<file path="config.mk">
export PLATFORM = sky130hd
export DESIGN_NAME = pdjr_cfg_regs_flat
export DESIGN_NICKNAME = d
export VERILOG_FILES = /design/src/rtl/pdjr_pkg.sv /design/src/rtl/pdjr_cfg_if.sv /design/src/rtl/pdjr_cfg_regs.sv /design/src/flat_wrapper.sv
export VERILOG_INCLUDE_DIRS = /design/src /design/src/rtl
export SDC_FILE = /design/constraint.sdc
export NUM_CORES = 1
export LEC_CHECK = 0
export BUFFER_PORTS_ARGS = -buffer_cell sky130_fd_sc_hd__buf_2
export CAP_MARGIN = 20
export CORE_MARGIN = 10
export CORE_UTILIZATION = 41
export CTS_CLUSTER_DIAMETER = 30
export DETAILED_ROUTE_END_ITERATION = 6
export PLACE_DENSITY = 0.85
export RECOVER_POWER = 25
export REMOVE_ABC_BUFFERS = 1
export SYNTH_ARGS = -nofsm -noshare
export SYNTH_HDL_FRONTEND = slang
export SYNTH_SLANG_ARGS = --single-unit
</file>
<file path="constraint.sdc">
create_clock -name clk_i -period 0.8 [get_ports clk_i]
set_input_delay 0.2 -clock clk_i [delete_from_list [all_inputs] [get_ports clk_i]]
set_output_delay 0.2 -clock clk_i [all_outputs]
set_load 0.03 [all_outputs]
</file>
<file path="src/rtl/assert_macros.svh">
// ----------------------------------------------------------------------------
// Assertion macros
// Shared concurrent assertion forms, clocked on clk_i and disabled in reset.
// ----------------------------------------------------------------------------
`ifndef ASSERT_MACROS_SVH
`define ASSERT_MACROS_SVH

// Plain property, checked at every rising edge outside reset.
`define PDJR_ASSERT(lbl, prop, msg) \
  lbl: assert property (@(posedge clk_i) disable iff (!rst_ni) prop) \
    else $error(msg);

// Antecedent in one cycle, consequent in the next.
`define PDJR_ASSERT_NEXT(lbl, ante, cons, msg) \
  `PDJR_ASSERT(lbl, (ante) |=> (cons), msg)

`endif

</file>
<file path="src/rtl/pdjr_pkg.sv">
// ----------------------------------------------------------------------------
// pdjr_pkg
// Widths, codes, pipeline types and helper functions of the Jacobian rows unit.
// ----------------------------------------------------------------------------
package pdjr_pkg;

  localparam int CoordW    = 24;
  localparam int DepthW    = 23;
  localparam int GiW       = 16;
  localparam int GdW       = 18;
  localparam int FocalW    = 20;
  localparam int JacW      = 32;
  localparam int NumRows   = 6;

  localparam int SqW       = 2 * CoordW;
  localparam int QuotW     = 39;
  localparam int DenW      = 2 * DepthW;
  localparam int NumW      = 64;
  localparam int MagW      = QuotW + 1;
  localparam int ProdW     = MagW + FocalW;
  localparam int SumW      = 60;

  localparam int NumLanes  = 8;
  localparam int LaneIz    = 0;
  localparam int LaneA     = 1;
  localparam int LaneB     = 2;
  localparam int LaneP     = 3;
  localparam int LaneQ     = 4;
  localparam int LaneXy    = 5;
  localparam int LaneXx    = 6;
  localparam int LaneYy    = 7;

  localparam int CfgIdxW   = 2;
  localparam logic [CfgIdxW-1:0] CfgFocalX = 2'd0;
  localparam logic [CfgIdxW-1:0] CfgFocalY = 2'd1;
  localparam logic [FocalW-1:0]  FocalReset = 20'd134400;

  localparam int FocalShift = 8;
  localparam int IntShift   = 4;
  localparam int DepShift   = 16;

  localparam logic [MagW-1:0] MagSat  = {1'b0, {QuotW{1'b1}}};
  localparam logic [MagW-1:0] OneQ16  = 40'd65536;
  localparam logic signed [JacW-1:0] JacMax = 32'sh7FFF_FFFF;
  localparam logic signed [JacW-1:0] JacMin = 32'sh8000_0000;

  typedef struct packed {
    logic                  zero;
    logic                  sx;
    logic                  sy;
    logic signed [GiW-1:0] giu;
    logic signed [GiW-1:0] giv;
    logic signed [GdW-1:0] gdu;
    logic signed [GdW-1:0] gdv;
  } side_t;

  typedef struct packed {
    logic [DenW-1:0]  rem;
    logic [QuotW-1:0] low;
    logic             ovf;
  } lane_t;

  typedef struct packed {
    logic [DepthW-1:0]           z;
    logic [DenW-1:0]             z2;
    side_t                       side;
    lane_t [NumLanes-1:0]        lane;
  } divw_t;

  function automatic lane_t div_step(lane_t l, logic [DenW-1:0] den);
    logic [DenW:0] t;
    logic          qbit;
    lane_t         r;
    t    = {l.rem, l.low[QuotW-1]};
    qbit = (t >= {1'b0, den});
    if (qbit) begin
      t = t - {1'b0, den};
    end
    r.rem = t[DenW-1:0];
    r.low = {l.low[QuotW-2:0], qbit};
    r.ovf = l.ovf;
    return r;
  endfunction

  function automatic logic signed [MagW-1:0] focal_round(logic [ProdW-1:0] p, logic neg);
    logic [ProdW-1:0] r;
    logic [MagW-1:0]  m;
    r = (p + (ProdW'(1) << (FocalShift - 1))) >> FocalShift;
    m = (r > ProdW'(MagSat)) ? MagSat : r[MagW-1:0];
    return neg ? -$signed(m) : $signed(m);
  endfunction

  function automatic logic signed [JacW-1:0] round_sat(logic signed [SumW-1:0] v,
                                                       logic [4:0] sh);
    logic [SumW-1:0] mag;
    logic [SumW-1:0] q;
    logic [SumW-1:0] lim;
    mag = v[SumW-1] ? SumW'(-v) : SumW'(v);
    q   = (mag + (SumW'(1) << (sh - 5'd1))) >> sh;
    lim = SumW'(1) << (JacW - 1);
    if (v[SumW-1]) begin
      return (q >= lim) ? JacMin : -$signed(q[JacW-1:0]);
    end
    return (q >= lim) ? JacMax : $signed(q[JacW-1:0]);
  endfunction

endpackage

</file>
<file path="src/rtl/pdjr_cfg_if.sv">
// ----------------------------------------------------------------------------
// pdjr_cfg_if
// Register write channel: register index and write data.
// ----------------------------------------------------------------------------
interface pdjr_cfg_if;
  logic                               valid;
  logic                               ready;
  logic [pdjr_pkg::CfgIdxW-1:0]       index;
  logic [pdjr_pkg::FocalW-1:0]        data;

  modport source (output valid, index, data, input ready);
  modport sink   (input valid, index, data, output ready);
endinterface

</file>
<file path="src/rtl/pdjr_cfg_regs.sv">
// ----------------------------------------------------------------------------
// pdjr_cfg_regs
// Focal length registers written through the configuration channel.
// ----------------------------------------------------------------------------
`include "assert_macros.svh"

module pdjr_cfg_regs (
  input  logic                          clk_i,
  input  logic                          rst_ni,
  pdjr_cfg_if.sink                      cfg_i,
  output logic [pdjr_pkg::FocalW-1:0]   fx_o,
  output logic [pdjr_pkg::FocalW-1:0]   fy_o
);

  logic [pdjr_pkg::FocalW-1:0] fx_q, fx_d;
  logic [pdjr_pkg::FocalW-1:0] fy_q, fy_d;

  assign cfg_i.ready = 1'b1;

  always_comb begin
    fx_d = fx_q;
    fy_d = fy_q;
    if (cfg_i.valid) begin
      unique case (cfg_i.index)
        pdjr_pkg::CfgFocalX: fx_d = cfg_i.data;
        pdjr_pkg::CfgFocalY: fy_d = cfg_i.data;
        default: ;
      endcase
    end
  end

  always_ff @(posedge clk_i or negedge rst_ni) begin
    if (!rst_ni) begin
      fx_q <= pdjr_pkg::FocalReset;
      fy_q <= pdjr_pkg::FocalReset;
    end else begin
      fx_q <= fx_d;
      fy_q <= fy_d;
    end
  end

  assign fx_o = fx_q;
  assign fy_o = fy_q;

  `PDJR_ASSERT_NEXT(a_fx_write, cfg_i.valid && cfg_i.ready && cfg_i.index == pdjr_pkg::CfgFocalX, fx_q == $past(cfg_i.data), "focal_x write lost")
  `PDJR_ASSERT_NEXT(a_fy_write, cfg_i.valid && cfg_i.ready && cfg_i.index == pdjr_pkg::CfgFocalY, fy_q == $past(cfg_i.data), "focal_y write lost")

endmodule

</file>
<file path="src/flat_wrapper.sv">
// flat-port wrapper written by rule: the top's interface ports become plain ports
module pdjr_cfg_regs_flat 
  (clk_i, rst_ni, fx_o, fy_o, cfg_i_valid, cfg_i_index, cfg_i_data, cfg_i_ready);
  pdjr_cfg_if cfg_i_i ();
  input  logic clk_i;
  input  logic rst_ni;
  output logic [pdjr_pkg::FocalW-1:0] fx_o;
  output logic [pdjr_pkg::FocalW-1:0] fy_o;
  input wire logic [$bits(cfg_i_i.valid)-1:0] cfg_i_valid;
  input wire logic [$bits(cfg_i_i.index)-1:0] cfg_i_index;
  input wire logic [$bits(cfg_i_i.data)-1:0] cfg_i_data;
  output wire logic [$bits(cfg_i_i.ready)-1:0] cfg_i_ready;
  assign cfg_i_i.valid = cfg_i_valid;
  assign cfg_i_i.index = cfg_i_index;
  assign cfg_i_i.data = cfg_i_data;
  assign cfg_i_ready = cfg_i_i.ready;
  pdjr_cfg_regs u_core (.clk_i(clk_i), .rst_ni(rst_ni), .cfg_i(cfg_i_i), .fx_o(fx_o), .fy_o(fy_o));
endmodule
</file>
==> metrics.yaml <==
outcome:
  status: "complete, but fails checks"
  violations: "negative setup slack"
detailed_routing:
  dr_wl_met3_um: 338
  drc: 0
  detail-route-antenna-nets: 0
  highest_layer: "met4"
  wirelength_mm: 5.25
  dr_wl_met2_mm: 2.89
  vias: 1132
  met1_length_mm: 1.90
  drtIter0Drc: 94
  viasPerCell: 4.90
  dr.pass1.iters: 4
  wl_per_cell_um: 22.7
floorplan:
  die_area_mm2: 0.00654
  coreArea_mm2: 0.00363
  die_width_um: 80.8
  start_util_pct: 41.8
  rows: 22
  die_h_um: 80.8
  num_io_pins: 66
sta:
  post-route-period-util_pct: 149
  hold_slack_ps: 143
  drv_slew: 0
  clock.fmax_mhz: 837
  rsz0062_at_grt: "true"
  fin_skew_ps: 0
  worst_slack_ps: -395
  min_period_ps: 1190
  setup_viol: 83
  hold_violations: 0
cts:
  root_buffer: "clkbuf_8"
  cts_sinks: 40
  cts_buffers: 5
  h-tree-depth: 2
  clk_pin_slew_ps: 90
  clk_latency_ps: 290
  clk_path_buf_depth: 2
  tritoncts: "done"
worst_hold_path:
  holdPathStages: 2
  min_to: "u_core.fy_o[18]"
  hold_class: "in -> reg"
  hp-start: "cfg_i_data[18]"
power:
  p_int_uw: 4890
  leakagePower_uw: 0.00130
  clockPowerShare_pct: 22.4
  seqPwrFrac_pct: 38.6
  switching_power_uw: 2380
  power-per-cell-area_mw_per_mm2: 2740
  p_comb_share_pct: 39.0
  ir_drop_mv: 1.23
  switching_share_pct: 32.7
critical_path:
  max_stage_delay_ps: 560
  end_kind: "output port"
  required_ps: 600
  worstPathCellList: "buf_6"
  crit_fanout: 2
  worstPathArrival_ps: 990
  critPathSlowestCell: "dfstp_2"
  reg2reg_slack_ps: -130
  r2r-end: "u_core.fx_o[9]"
  worstRegToRegCells: 2
  cp_num_buf_inv: 1
  path_delay_family: "flip-flops"
  r2r_start: "u_core.fx_o[9]"
  critPathKind: "reg -> out"
  worst_setup_path_start_kind: "flop"
logic_synthesis:
  synthMuxAreaShare_pct: 29.7
  synth-adder-area-share_pct: 0
  synthCells: 88
  synth_seq_cells: 40
  yosys.area_share.simple_pct: 1.32
  ys.warnings.count: 0
  ys_seq_area_share_pct: 66.6
  synth_top_family_by_area: "multiplexers"
  syn_avg_cell_area_um2: 17.2
  syn-cell-area_mm2: 0.00152
  synth-compound-area-share_pct: 0
  synth_cell_type_count: 9
  synth-xor-area-share_pct: 0
run:
  maxCapViolCount: 0
global_route:
  grt_first_pass_wirelength_mm: 6.73
  grt_max_degree: 41
  track_usage_pct: 13.8
  grt.overflow.total: 0
  grt_pass1_vias: 1180
  antenna_found_initial: 0
placed_design:
  io_buffers: 64
  hpwl_mm: 2.83
  dpl_cell_area_mm2: 0.00192
  finalWeightedCongestion: 0.736
final_layout:
  areaGrowthSynthToFinish_pct: 74.8
  num_antenna_cells: 0
  n_fill_cell: 215
  postLayoutCellArea_mm2: 0.00265
  nets: 207
  drive_above_1_share_pct: 80.3
==> worst max-delay path by stage <==
stage / depth (start not counted) / to / slack (ps) / startpoint
after floorplan: 2 / u_core.fx_o[0] / -790 / cfg_i_index[1]
after global routing: 1 / fx_o[8] / -430 / u_core.fx_o[8]
after detailed placement: 4 / u_core.fx_o[15] / -440 / cfg_i_index[1]
after global placement: 4 / u_core.fx_o[3] / -400 / cfg_i_index[1]
final: 1 / fx_o[8] / -390 / u_core.fx_o[8]
after CTS: 1 / fx_o[11] / -380 / u_core.fx_o[11]
==> routing by layer <==
metal / GRT usage, % / up-vias
met3: 4.19 / 9
met4: 6.23 / 0
met1: 14.5 / 590
met5: 0 / -
met2: 24.7 / 41
li1: - / 492
==> stage by stage <==
step,setup TNS [ps],utilization [%],std cells,setup WS (ps),total power (uW)
6_report,-14430,73.0,231,-395,7270
5_1_grt,-17050,73.0,231,-426,7550
4_1_cts,-12630,67.1,214,-383,6890
3_5_place_dp,-15130,52.9,199,-438,4530
3_3_place_gp,-13940,52.9,199,-400,4450
2_1_floorplan,-25890,-,83,-791,3850
==> cell usage after synthesis <==
library cell | n | area, um2
dfstp_2 | 8 | 210
buf_4 | 3 | 22.5
dfrtp_1 | 32 | 801
buf_2 | 2 | 10.0
mux2_2 | 39 | 439
nor3b_2 | 1 | 12.5
mux2_1 | 1 | 11.3
conb_1 | 1 | 3.75
nand3b_1 | 1 | 7.51
==> sequential cells by signal, summed over array words and instances, names as in the netlist <==
name / flops
u_core.fx_o: 20
u_core.fy_o: 20
==> power by group through the flow <==
| stage | logic (uW) | registers, uW | clock network [uW] |
|---|---|---|---|
| finish | 2840 | 2800 | 1630 |
| global route | 2960 | 2840 | 1760 |
| CTS | 2520 | 2750 | 1630 |
| detailed placement | 1840 | 2690 | 0 |
| global placement | 1800 | 2650 | 0 |
| floorplan | 383 | 3470 | 0 |
==> placed cells by master, fill, tap and decap left out, drive strengths merged <==
| cell type | count |
|---|---|
| conb | 1 |
| clkinv | 1 |
| clkbuf | 9 |
| dfstp | 8 |
| bufinv | 1 |
| nand3b | 1 |
| buf | 88 |
| dlygate4sd3 | 1 |
| mux2 | 40 |
| dfrtp | 32 |
| nor3b | 1 |
==> cells by family after synthesis <==
family,Yosys count
AND/OR/NAND/NOR,2
flip-flops,40
other,1
buffers and inverters,5
multiplexers,40
==> what timing repair did <==
action | CTS | global route
buffers inserted | 5 | 17
cloned | 1 | 3
setup endpoints to repair | 75 | 76
hold endpoints to repair | 32 | 0
gates resized for setup | 108 | 16
pin swaps | 1 | 2
hold buffers | 1 | 0
==> area by class of cell <==
cell class | count | area [um2] | share of cell area (%)
clock inverters | 2 | 35.0 | 1.32
repair buffers | 92 | 900 | 33.9
clock buffers | 6 | 72.6 | 2.74
flip-flops and latches | 40 | 1010 | 38.1
well taps | 48 | 60.1 | 2.26
multi-input cells | 43 | 574 | 21.7
Note: power is estimated with default switching activity, not from simulation.
